**src/rtl/core/mux_frame_deframer_assert.svh**
```systemverilog
// Assertion macros for the frame deframer front end (mfd_front).
// Needs nothing but the file that includes it.
`ifndef MUX_FRAME_DEFRAMER_ASSERT_SVH
`define MUX_FRAME_DEFRAMER_ASSERT_SVH

// Same-cycle implication, checked outside reset.
`define MFD_ASSERT_NOW(label, clk, rst, cond, expr) \
   label: assert property (@(posedge clk) disable iff (rst) (cond) |-> (expr)) \
      else $error("mfd assertion failed");

// Next-cycle implication, checked outside reset.
`define MFD_ASSERT_NEXT(label, clk, rst, cond, expr) \
   label: assert property (@(posedge clk) disable iff (rst) (cond) |=> (expr)) \
      else $error("mfd assertion failed");

`endif

```
**src/rtl/core/mfd_pkg.sv**
```systemverilog
// Types and constants of the frame deframer.
// Used by every module of the block; depends on nothing.
package mfd_pkg;

   localparam int unsigned HDR_BYTES      = 14;
   localparam int unsigned HDR_COUNT_W    = 4;
   localparam int unsigned QUEUE_DEPTH    = 4;
   localparam int unsigned CSR_INDEX_W    = 1;
   localparam int unsigned CSR_DATA_W     = 8;

   localparam logic [HDR_COUNT_W-1:0] HDR_MAGIC_POS  = HDR_COUNT_W'(0);
   localparam logic [HDR_COUNT_W-1:0] HDR_TYPE_POS   = HDR_COUNT_W'(1);
   localparam logic [HDR_COUNT_W-1:0] HDR_LENGTH_POS = HDR_COUNT_W'(10);
   localparam logic [HDR_COUNT_W-1:0] HDR_LAST_POS   = HDR_COUNT_W'(HDR_BYTES - 1);

   localparam logic [CSR_INDEX_W-1:0] CSR_MAGIC_VALUE = CSR_INDEX_W'(0);
   localparam logic [CSR_INDEX_W-1:0] CSR_TYPE_MASK   = CSR_INDEX_W'(1);

   localparam logic [7:0] MAGIC_RESET     = 8'h00;
   localparam logic [7:0] TYPE_MASK_RESET = 8'hFF;

   typedef enum logic [1:0] {
      KIND_HEADER  = 2'd0,
      KIND_PAYLOAD = 2'd1,
      KIND_ERROR   = 2'd2
   } kind_type;

   typedef enum logic [2:0] {
      PH_HEADER  = 3'b001,
      PH_PAYLOAD = 3'b010,
      PH_HALTED  = 3'b100
   } phase_type;

   typedef struct packed {
      kind_type    kind;
      logic [7:0]  frame_type;
      logic [63:0] flow_id;
      logic [31:0] frame_length;
      logic [7:0]  payload_byte;
      logic        frame_last;
   } rsp_type;

   typedef struct packed {
      logic    valid;
      rsp_type data;
   } push_type;

endpackage

```
**src/rtl/core/mfd_front.sv**
```systemverilog
// Front end of the frame deframer: configuration registers, header collection
// and classification of accepted bytes into result transactions. Uses mfd_pkg.
`include "mux_frame_deframer_assert.svh"

module mfd_front
   import mfd_pkg::*;
(
   input  logic                   clock,
   input  logic                   reset,
   input  logic                   accept,
   input  logic [7:0]             data_byte,
   input  logic                   csr_write,
   input  logic [CSR_INDEX_W-1:0] csr_index,
   input  logic [CSR_DATA_W-1:0]  csr_wdata,
   output push_type               push
);

   phase_type              phase_ff, phase_in;
   logic [HDR_COUNT_W-1:0] hdr_count_ff, hdr_count_in;
   logic [7:0]             magic_seen_ff, magic_seen_in;
   logic [7:0]             type_ff, type_in;
   logic [63:0]            stream_ff, stream_in;
   logic [31:0]            length_ff, length_in;
   logic [31:0]            remaining_ff, remaining_in;
   logic [7:0]             magic_value_ff, type_mask_ff;
   logic [31:0]            length_full;

   assign length_full = {length_ff[23:0], data_byte};

   always_ff @(posedge clock) begin
      if (reset) begin
         magic_value_ff <= MAGIC_RESET;
         type_mask_ff   <= TYPE_MASK_RESET;
      end else if (csr_write) begin
         unique case (csr_index)
            CSR_MAGIC_VALUE: magic_value_ff <= csr_wdata;
            CSR_TYPE_MASK:   type_mask_ff   <= csr_wdata;
            default: begin
            end
         endcase
      end
   end

   always_comb begin
      phase_in      = phase_ff;
      hdr_count_in  = hdr_count_ff;
      magic_seen_in = magic_seen_ff;
      type_in       = type_ff;
      stream_in     = stream_ff;
      length_in     = length_ff;
      remaining_in  = remaining_ff;
      push          = '0;
      if (accept) begin
         unique case (phase_ff)
            PH_PAYLOAD: begin
               push.valid              = 1'b1;
               push.data.kind          = KIND_PAYLOAD;
               push.data.frame_type    = type_ff;
               push.data.flow_id       = stream_ff;
               push.data.frame_length  = length_ff;
               push.data.payload_byte  = data_byte;
               push.data.frame_last    = (remaining_ff == 32'd1);
               remaining_in            = remaining_ff - 32'd1;
               if (remaining_ff == 32'd1) begin
                  phase_in = PH_HEADER;
               end
            end
            PH_HEADER: begin
               priority if (hdr_count_ff == HDR_MAGIC_POS) begin
                  magic_seen_in = data_byte;
               end else if (hdr_count_ff == HDR_TYPE_POS) begin
                  type_in = data_byte;
               end else if (hdr_count_ff < HDR_LENGTH_POS) begin
                  stream_in = {stream_ff[55:0], data_byte};
               end else begin
                  length_in = length_full;
               end
               if (hdr_count_ff == HDR_LAST_POS) begin
                  hdr_count_in = '0;
                  push.valid   = 1'b1;
                  if (magic_seen_ff != magic_value_ff) begin
                     push.data.kind = KIND_ERROR;
                     phase_in       = PH_HALTED;
                  end else begin
                     type_in                = type_ff & type_mask_ff;
                     remaining_in           = length_full;
                     push.data.kind         = KIND_HEADER;
                     push.data.frame_type   = type_ff & type_mask_ff;
                     push.data.flow_id      = stream_ff;
                     push.data.frame_length = length_full;
                     push.data.frame_last   = (length_full == 32'd0);
                     phase_in = (length_full != 32'd0) ? PH_PAYLOAD : PH_HEADER;
                  end
               end else begin
                  hdr_count_in = hdr_count_ff + HDR_COUNT_W'(1);
               end
            end
            PH_HALTED: begin
            end
            default: begin
               phase_in = PH_HEADER;
            end
         endcase
      end
   end

   always_ff @(posedge clock) begin
      if (reset) begin
         phase_ff     <= PH_HEADER;
         hdr_count_ff <= '0;
      end else begin
         phase_ff     <= phase_in;
         hdr_count_ff <= hdr_count_in;
      end
   end

   always_ff @(posedge clock) begin
      magic_seen_ff <= magic_seen_in;
      type_ff       <= type_in;
      stream_ff     <= stream_in;
      length_ff     <= length_in;
      remaining_ff  <= remaining_in;
   end

   `MFD_ASSERT_NEXT(a_halt_sticks, clock, reset, phase_ff == PH_HALTED, phase_ff == PH_HALTED)
   `MFD_ASSERT_NEXT(a_error_halts, clock, reset,
      push.valid && (push.data.kind == KIND_ERROR), phase_ff == PH_HALTED)
   `MFD_ASSERT_NOW(a_error_at_header_end, clock, reset,
      push.valid && (push.data.kind == KIND_ERROR), hdr_count_ff == HDR_LAST_POS)
   `MFD_ASSERT_NOW(a_payload_nonzero, clock, reset,
      phase_ff == PH_PAYLOAD, (remaining_ff != 32'd0) && (hdr_count_ff == '0))

endmodule

```
**src/rtl/core/mfd_queue.sv**
```systemverilog
// Short result queue between the front end and the output stage.
// Uses mfd_pkg for the result transaction type.
module mfd_queue
   import mfd_pkg::*;
#(
   parameter int unsigned DEPTH = QUEUE_DEPTH
) (
   input  logic     clock,
   input  logic     reset,
   input  push_type push,
   input  logic     pop,
   output logic     full,
   output logic     head_valid,
   output rsp_type  head_data
);

   localparam int unsigned PTR_W = (DEPTH > 1) ? $clog2(DEPTH) : 1;
   localparam int unsigned CNT_W = $clog2(DEPTH + 1);

   rsp_type            entry_ff [DEPTH];
   logic [PTR_W-1:0]   wr_ptr_ff, wr_ptr_in;
   logic [PTR_W-1:0]   rd_ptr_ff, rd_ptr_in;
   logic [CNT_W-1:0]   count_ff, count_in;
   logic               do_pop;

   assign full       = (count_ff == CNT_W'(DEPTH));
   assign head_valid = (count_ff != '0);
   assign head_data  = entry_ff[rd_ptr_ff];
   assign do_pop     = pop && head_valid;

   always_comb begin
      wr_ptr_in = wr_ptr_ff;
      rd_ptr_in = rd_ptr_ff;
      count_in  = count_ff;
      if (push.valid) begin
         wr_ptr_in = (wr_ptr_ff == PTR_W'(DEPTH - 1)) ? '0 : wr_ptr_ff + PTR_W'(1);
      end
      if (do_pop) begin
         rd_ptr_in = (rd_ptr_ff == PTR_W'(DEPTH - 1)) ? '0 : rd_ptr_ff + PTR_W'(1);
      end
      priority if (push.valid && !do_pop) begin
         count_in = count_ff + CNT_W'(1);
      end else if (do_pop && !push.valid) begin
         count_in = count_ff - CNT_W'(1);
      end else begin
         count_in = count_ff;
      end
   end

   always_ff @(posedge clock) begin
      if (reset) begin
         wr_ptr_ff <= '0;
         rd_ptr_ff <= '0;
         count_ff  <= '0;
      end else begin
         wr_ptr_ff <= wr_ptr_in;
         rd_ptr_ff <= rd_ptr_in;
         count_ff  <= count_in;
      end
   end

   always_ff @(posedge clock) begin
      if (push.valid) begin
         entry_ff[wr_ptr_ff] <= push.data;
      end
   end

endmodule

```
**src/rtl/core/mfd_back.sv**
```systemverilog
// Output stage of the frame deframer: drains the queue into the result register.
// Uses mfd_pkg for the result transaction type.
module mfd_back
   import mfd_pkg::*;
(
   input  logic    clock,
   input  logic    reset,
   input  logic    head_valid,
   input  rsp_type head_data,
   output logic    pop,
   input  logic    rsp_stall,
   output logic    rsp_valid,
   output rsp_type rsp_data
);

   logic    valid_ff, valid_in;
   rsp_type data_ff, data_in;

   assign pop = head_valid && (!valid_ff || !rsp_stall);

   always_comb begin
      valid_in = valid_ff;
      data_in  = data_ff;
      if (pop) begin
         valid_in = 1'b1;
         data_in  = head_data;
      end else if (!rsp_stall) begin
         valid_in = 1'b0;
      end
   end

   always_ff @(posedge clock) begin
      if (reset) begin
         valid_ff <= 1'b0;
      end else begin
         valid_ff <= valid_in;
      end
   end

   always_ff @(posedge clock) begin
      data_ff <= data_in;
   end

   assign rsp_valid = valid_ff;
   assign rsp_data  = data_ff;

endmodule

```
**src/rtl/core/mux_frame_deframer.sv**
```systemverilog
// Length-prefixed frame deframer, one received byte per request transaction.
// The req channel carries bytes; the rsp channel carries header, payload and
// error transactions. Both use valid and stall; a transaction moves at a rising
// edge with valid high and stall low.
// Each frame is a 14-byte header (magic, type, 64-bit stream id, 32-bit
// length, big-endian) and then the payload. The fourteenth header byte gives a
// header transaction, or an error transaction if the magic byte is wrong, after
// which every byte is dropped until reset. Each payload byte gives one
// transaction; the last one of a frame has frame_last set.
// Throughput is one byte per cycle while req_stall is low. Each result goes
// through the queue entry and then the output register to rsp; the queue
// holds QUEUE_DEPTH results ahead of the register; req_stall rises only when
// that queue is full, so a stalled receiver backs up into the sender after
// QUEUE_DEPTH + 1 results. The csr port writes magic_value (index 0) and
// type_mask (index 1). Reset returns to header collection with magic 0 and
// mask 0xFF, and empties the queue and the output register.
// Depends on mfd_pkg, mfd_front, mfd_queue and mfd_back.
module mux_frame_deframer
   import mfd_pkg::*;
#(
   parameter int unsigned DEPTH = QUEUE_DEPTH
) (
   input  logic                   clock,
   input  logic                   reset,
   input  logic                   req_valid,
   output logic                   req_stall,
   input  logic [7:0]             req_data_byte,
   output logic                   rsp_valid,
   input  logic                   rsp_stall,
   output logic [1:0]             rsp_kind,
   output logic [7:0]             rsp_frame_type,
   output logic [63:0]            rsp_flow_id,
   output logic [31:0]            rsp_frame_length,
   output logic [7:0]             rsp_payload_byte,
   output logic                   rsp_frame_last,
   input  logic                   csr_write,
   input  logic [CSR_INDEX_W-1:0] csr_index,
   input  logic [CSR_DATA_W-1:0]  csr_wdata
);

   push_type push;
   logic     queue_full;
   logic     head_valid;
   rsp_type  head_data;
   logic     pop;
   rsp_type  rsp_data;

   assign req_stall = queue_full;

   mfd_front u_front (
      .clock     (clock),
      .reset     (reset),
      .accept    (req_valid && !req_stall),
      .data_byte (req_data_byte),
      .csr_write (csr_write),
      .csr_index (csr_index),
      .csr_wdata (csr_wdata),
      .push      (push)
   );

   mfd_queue #(
      .DEPTH (DEPTH)
   ) u_queue (
      .clock      (clock),
      .reset      (reset),
      .push       (push),
      .pop        (pop),
      .full       (queue_full),
      .head_valid (head_valid),
      .head_data  (head_data)
   );

   mfd_back u_back (
      .clock      (clock),
      .reset      (reset),
      .head_valid (head_valid),
      .head_data  (head_data),
      .pop        (pop),
      .rsp_stall  (rsp_stall),
      .rsp_valid  (rsp_valid),
      .rsp_data   (rsp_data)
   );

   assign rsp_kind         = rsp_data.kind;
   assign rsp_frame_type   = rsp_data.frame_type;
   assign rsp_flow_id      = rsp_data.flow_id;
   assign rsp_frame_length = rsp_data.frame_length;
   assign rsp_payload_byte = rsp_data.payload_byte;
   assign rsp_frame_last   = rsp_data.frame_last;

endmodule
```
**config.mk**
```make
export PLATFORM = sky130hd
export DESIGN_NAME = mux_frame_deframer
export DESIGN_NICKNAME = d
export VERILOG_FILES = /design/src/rtl/core/mfd_pkg.sv /design/src/rtl/core/mfd_front.sv /design/src/rtl/core/mfd_queue.sv /design/src/rtl/core/mfd_back.sv /design/src/rtl/core/mux_frame_deframer.sv
export VERILOG_INCLUDE_DIRS = /design/src /design/src/rtl/core
export SDC_FILE = /design/constraint.sdc
export NUM_CORES = 1
export LEC_CHECK = 0
export ABC_AREA = 1
export BUFFER_PORTS_ARGS = -buffer_cell sky130_fd_sc_hd__buf_2
export CAP_MARGIN = 30
export CELL_PAD_IN_SITES_DETAIL_PLACEMENT = 1
export CELL_PAD_IN_SITES_GLOBAL_PLACEMENT = 1
export CORE_UTILIZATION = 50
export CTS_CLUSTER_SIZE = 24
export DETAILED_ROUTE_END_ITERATION = 7
export GPL_TIMING_DRIVEN = 0
export PLACE_DENSITY = 0.77
export SYNTH_ARGS = -nofsm -noshare
export SYNTH_HDL_FRONTEND = slang
export SYNTH_HIERARCHICAL = 1
export SYNTH_SLANG_ARGS = --single-unit
```
**constraint.sdc**
```tcl
create_clock -name clock -period 9.44 [get_ports clock]
set_input_delay 0.472 -clock clock [delete_from_list [all_inputs] [get_ports clock]]
set_output_delay 0.472 -clock clock [all_outputs]
set_load 0.1 [all_outputs]
```
==> results of run 1 <==
metrics by stage:
stage / utilization / total power, mW / setup WS [ns] / setup TNS (ns)
3_3_place_gp: 0.537 / 8.79 / -1.62 / -10.83
6_report: 0.588 / 12.1 / 5.20 / 0
4_1_cts: 0.588 / 12.2 / 5.19 / 0
2_1_floorplan: - / 7.88 / 1.23 / 0
3_5_place_dp: 0.543 / 8.98 / 5.21 / 0
5_1_grt: 0.588 / 12.5 / 4.98 / 0
critical path: stages (launching register included):
cell,delay [ns]
dfxtp_1,0.34
inv_1,0.09
nor3_2,0.68
nand2_1,0.43
nand2_2,0.37
buf_4,0.27
inv_1,0.12
nor2_1,0.40
nand2_1,0.22
inv_6,0.45
buf_16,0.38
layout by cell type, fill, tap and decap left out, types with 11 or more instances in the layout:
cell	instances
xnor2_1	16
nand3_1	33
o22ai_1	115
edfxtp_1	719
clkinv_1	14
buf_2	171
nor2_1	388
nand4_1	31
clkbuf_1	66
o21ai_0	181
clkinv_2	11
inv_1	65
dfxtp_1	33
buf_6	22
clkbuf_16	78
a21oi_1	118
xor2_1	14
bufinv_16	13
nand2_1	286
o21ai_1	94
registers in the layout (all words and copies together) (netlist names), named ones only:
name	cells
u_queue/entry_ff	460
u_back/rsp_data	115
u_front/stream_ff	64
u_front/length_ff	32
u_front/remaining_ff	32
u_front/magic_seen_ff	8
u_front/magic_value_ff	8
u_front/type_ff	8
u_front/type_mask_ff	8
u_front/hdr_count_ff	4
u_front/phase_ff	3
u_queue/count_ff	3
u_queue/rd_ptr_ff	2
u_queue/wr_ptr_ff	2
u_back/rsp_valid	1
cell families after synthesis:
group / count (synthesis)
and+or+nand+nor: 761
xor gates and xnor gates: 30
buffers and inverters: 198
AOI/OAI and AO/OA: 525
adders and majority gates: 9
DFF: 752
worst max-delay path by stage:
stage / start / to / slack (ns) / depth (start not counted)
after global routing: u_front/phase_ff[1] / u_queue/entry_ff[0][55] / 4.98 / 10
final: u_front/phase_ff[1] / u_queue/entry_ff[2][58] / 5.20 / 10
after global placement: u_queue/count_ff[0] / u_queue/count_ff[1] / -1.62 / 10
after floorplan: u_back/rsp_valid / u_queue/count_ff[1] / 1.23 / 7
after CTS: u_front/phase_ff[1] / u_queue/entry_ff[2][58] / 5.19 / 10
after detailed placement: req_valid / u_queue/entry_ff[0][63] / 5.21 / 14
layer usage:
metal  global-route usage  routed length (um)
met2                0.485               42200
met3               0.0425                5100
met4               0.0982                2320
met5                    0                   0
met1                0.342               31800
power by group through the flow:
| stage | clock [mW] | combinational [mW] | sequential, mW |
|---|---|---|---|
| after floorplan | 0 | 1.32 | 6.56 |
| after CTS | 3.19 | 4.43 | 4.54 |
| after global placement | 0 | 4.09 | 4.70 |
| after detailed placement | 0 | 4.38 | 4.60 |
| after global routing | 3.29 | 4.63 | 4.57 |
| final | 3.14 | 4.42 | 4.54 |
layout make-up:
| cell class | instances | area (sq um) |
|---|---|---|
| clock buffers | 91 | 2000 |
| flip-flops and latches | 752 | 22300 |
| plain buffers | 122 | 653 |
| clock inverters | 48 | 606 |
| fillers | 5817 | 23900 |
| multi-input cells | 1325 | 6280 |
| repair buffers | 155 | 1010 |
| inverters | 76 | 308 |
| well taps | 765 | 957 |
==> impl_metrics.toml, run 1 <==
[outcome]
outcome = "finished, final reports clean"

[logic_synthesis]
async_flop_share = 0
synth_top_area_cell = "edfxtp_1"
yosysTopAreaCellShare = 0.733
ys_top_cells_by_count = "edfxtp_1, nor2_1, nand2_1, o21ai_0, a21oi_1"
synthSimpleGateAreaFrac = 0.104
synth-compound-area-share = 0.0953
synthMuxAreaShare = 0
yosysMostFrequentCell = "edfxtp_1"
ys.flop_type = "edfxtp_1"
syn-mean-instance-area_sq_um = 12.9
yosysSeqAreaShare = 0.756
synth-edff-count = 719
synth_cell_type_count = 40
synth_xor_area_frac = 0.00893
synth_nets = 2306
synthAdderAreaFrac = 0.00408
synth_cells = 2275
yosysWarnings = 6
ys_ff_latch = 752
syn_area_sq_um = 29400
synth_area_leaders = "edfxtp_1, nor2_1, nand2_1, o21ai_0, o22ai_1"
synth_top_family_by_area = "simple AND/OR/NAND/NOR gates"

[pwr]
p_leak_nw = 12.3
p_sw_mw = 5.10
pwr-share-seq = 0.375
peakVddDrop_v = 0.000382
pwr-share-clk = 0.260
p_int_mw = 7.00
p_per_area_nw_per_um2 = 355
switching_share = 0.421
pwr-share-comb = 0.366

[sta]
fmaxAchievable_ghz = 0.236
tightest_slew_ns = 0.950
slew_headroom = 0.365
final_max_slew_viol_count = 0
min_period_ns = 4.24
timing.final.crit_share = 0.449
setup_viol = 0
hold_viol_final = 0
skew_ns = 0.0267
whs_ns = 0.0843
rsz0062_at_grt = "false"

[floorplanning]
core-area_sq_um = 57900
ios = 139
die_x_um = 245
die_area_sq_um = 59900
die_h_um = 245
initial_core_util = 0.508
rows = 88

[worst_hold_path]
whs_path_depth = 3
min_to = "u_front/type_mask_ff[6]"
hp-start = "csr_wdata[6]"
hold_class = "input pin to flop"

[global_routing]
grtUsageTotal = 0.275
grt_pass1_wl_um = 123000
grt_pass1_vias = 20700
grt_max_degree = 82
overflow = 0
antenna_found_initial = 1

[layout]
nets = 2540
final_cells = 3334
finalInstanceArea_sq_um = 34100
syn2layout_area_growth_pct = 15.7
layout-drive-gt1-share = 0.139
diodes = 0

[clocking]
ctsRootBufferMaster = "clkbuf_16"
cts_buffer_depth = 3
cts_hold_buffers = 0
clkTransAtPathRegs_ns = 0.06
postCtsSetupRepairBufs = 0
insertion_delay_ns = 0.63
tritoncts = "yes"
cts.sink_count = 752
ctsResizeCount = 0
htree_levels = 3
cts_inserted_buffers = 77

[placement]
port_buffers = 138
dpl_cell_area_sq_um = 31500
placed_cells_incl_taps = 3195
gp_congestion = 0.861
hpwlAfterDp_um = 52700

[routing]
drt-pass1-iter-count = 7
drt_wl_total_um = 81500
wl_per_cell_um = 24.4
vias = 19600
drt_iter0_markers = 1615
drc = 0
via_per_inst = 5.87
drtAntennaViolNets = 0

[critical_path]
arrival_ns = 4.50
crit_path_max_fanout = 66
r2r-start = "u_front/phase_ff[1]"
crit_path_end_kind = "flop"
start_kind = "flop"
r2r_end = "u_queue/entry_ff[2][58]"
r2r_cells = 10
worstSetupPathType = "flop to flop"
rrSetupSlack_ns = 5.20
required_ns = 9.70

[run]
max_cap_violations = 0
Power figures use the tool's default switching activity.
==> run 2, diff against run 1 <==
==> constraint.sdc (replaced) <==
create_clock -name clock -period 4.05 [get_ports clock]
set_input_delay 0.2025 -clock clock [delete_from_list [all_inputs] [get_ports clock]]
set_output_delay 0.2025 -clock clock [all_outputs]
set_load 0.1 [all_outputs]
==> run 2 against run 1 <==
Final cell count up 0.75%. Critical path depth is 1 higher. First-iteration DRC count decreased by 5.9%. Total power rose by 130%. Sequential power rose by 130%. Clock power grew 130%. Design area rose by 1.0%.
==> impl_metrics.toml, run 2 (synthesis results as in run 1) <==
[outcome]
outcome = "finished, final reports clean"

[critical_path]
r2r-start = "u_front/phase_ff[1]"
crit_path_end_kind = "flop"
crit_start = "u_front/phase_ff[1]"
arrival_ns = 4.18
worstSetupPathType = "flop to flop"
critical-path-slowest-cell = "nor3_2"
crit_path_max_incr_delay_ns = 0.73
start_kind = "flop"
path_cells = "inv_1 > nor3_2 > nand2_2 > nand2_4 > buf_6 > inv_4 > nor2_4 > nand2_2 > clkinvlp_4 > buf_12 > buf_12"
crit_path_max_fanout = 33
required_ns = 4.35

[run]
max_cap_violations = 0

[global_routing]
met3_usage = 0.0386
grt_pass1_vias = 20800
antenna_found_initial = 1
grt_busiest_layer = "met2"
grt_pass1_wl_um = 125000
overflow = 0
grtUsageTotal = 0.279
grt_max_degree = 36
use_met2 = 0.496
use_met1 = 0.350

[worst_hold_path]
hp-start = "csr_index"
hold_class = "input pin to flop"

[layout]
mostFrequentLayoutCells = "edfxtp_1, nor2_1, nand2_1"
syn2layout_area_growth_pct = 16.9
diodes = 0
final_cells = 3359
top_register = "u_queue/entry_ff"
finalInstanceArea_sq_um = 34400
post-route-util = 0.594
nFillCells = 5768
nets = 2564
largest_reg_flops = 460
final_common_cell = "edfxtp_1"
layout-drive-gt1-share = 0.145

[clocking]
cts.sink_count = 752
htree_levels = 3
ctsRootBufferMaster = "clkbuf_16"
tritoncts = "yes"
clkTransAtPathRegs_ns = 0.06
cts_buffer_depth = 3
insertion_delay_ns = 0.62
cts_inserted_buffers = 77

[sta]
final_max_slew_viol_count = 0
rsz0062_at_grt = "false"
min_period_ns = 3.88
tightest_slew_ns = 0.979
timing.final.crit_share = 0.957
slew_headroom = 0.346
setup_viol = 0
setup_tns_ns = 0
skew_ns = 0.0211
fmaxAchievable_ghz = 0.258
hold_viol_final = 0

[pwr]
p_per_area_nw_per_um2 = 823
p_leak_nw = 12.4
peakVddDrop_v = 0.000759
finalPower_mw = 28.3

[placement]
hpwlAfterDp_um = 53700
gp_congestion = 0.871
dpl_cell_area_sq_um = 31600
placed_cells_incl_taps = 3199
port_buffers = 138

[routing]
drtAntennaViolNets = 0
vias = 19800
drt_wl_total_um = 83300
via_per_inst = 5.89
drc = 0
wl_per_cell_um = 24.8
drt_iter0_markers = 1520
drt-pass1-iter-count = 5

[floorplanning]
die_x_um = 245
rows = 88
initial_core_util = 0.508
die_h_um = 245
core-area_sq_um = 57900
die_area_sq_um = 59900
ios = 139
run 2: cell count changes in the layout (fill, tap and decap cells not counted), moves of 4 or more:
cell / delta
dlygate4sd3_1: +19
buf_12: +12
buf_6: -5
nand2_1: -5
clkbuf_1: -4
clkinvlp_4: +4
nand2_2: +4
run 2: area by class of cell:
class / count / area, sq um / area share
repair buffers: 179 / 1320 / 0.0382
clock buffers: 88 / 2010 / 0.0584
multi-input cells: 1325 / 6330 / 0.184
inverters: 76 / 308 / 0.00894
plain buffers: 122 / 657 / 0.0191
flip-flops and latches: 752 / 22300 / 0.647
clock inverters: 52 / 586 / 0.0170
well taps: 765 / 957 / 0.0278
run 2: layer usage:
| metal | share of wire | vias to the layer above | routed length, um |
|---|---|---|---|
| li1 | - | 8758 | - |
| met1 | 0.40 | 10100 | 33000 |
| met2 | 0.52 | 705 | 43500 |
| met4 | 0.031 | 2 | 2620 |
| met5 | 0.00022 | - | 18 |
| met3 | 0.050 | 161 | 4130 |
run 2: repair_timing:
action / 4_1_cts / 5_1_grt
setup buffers: 0 / 0
hold buffers: 19 / 0
endpoints found under the hold margin: 45 / 0
resized for setup: 0 / 0
run 2: per-stage QoR:
| stage | hold slack, ns | setup WS, ns |
|---|---|---|
| after floorplan | 0.265 | -0.123 |
| after global placement | 0.436 | -1.14 |
| after detailed placement | 0.442 | 0.307 |
| after CTS | 0.0167 | 0.227 |
| after global routing | 0.0623 | 0.118 |
| final | 0.0264 | 0.175 |
run 2: final timing paths:
| path | to | slack, ns | cells past startpoint |
|---|---|---|---|
| worst max-delay path | u_queue/entry_ff[3][63] | 0.17 | 11 |
| worst min-delay path | u_front/magic_value_ff[7] | 0.03 | 4 |
| worst max register to register | u_queue/entry_ff[3][63] | 0.17 | 11 |
| worst min register to register | u_front/stream_ff[11] | 0.45 | 0 |
run 2: power by group:
part | total (mW) | internal (mW) | leakage [nW] | switching [mW]
Sequential | 10.6 | 10.1 | 7.30 | 0.503
Clock | 7.34 | 4.35 | 1.26 | 3.00
Combinational | 10.4 | 1.91 | 3.82 | 8.50
run 2: worst max-delay path: cells and delay by family, from the launching register on:
kind                   cells  cell delay, ns
flip-flops                 1            0.34
AND/OR/NAND/NOR            5            1.63
buffers and inverters      6            1.52
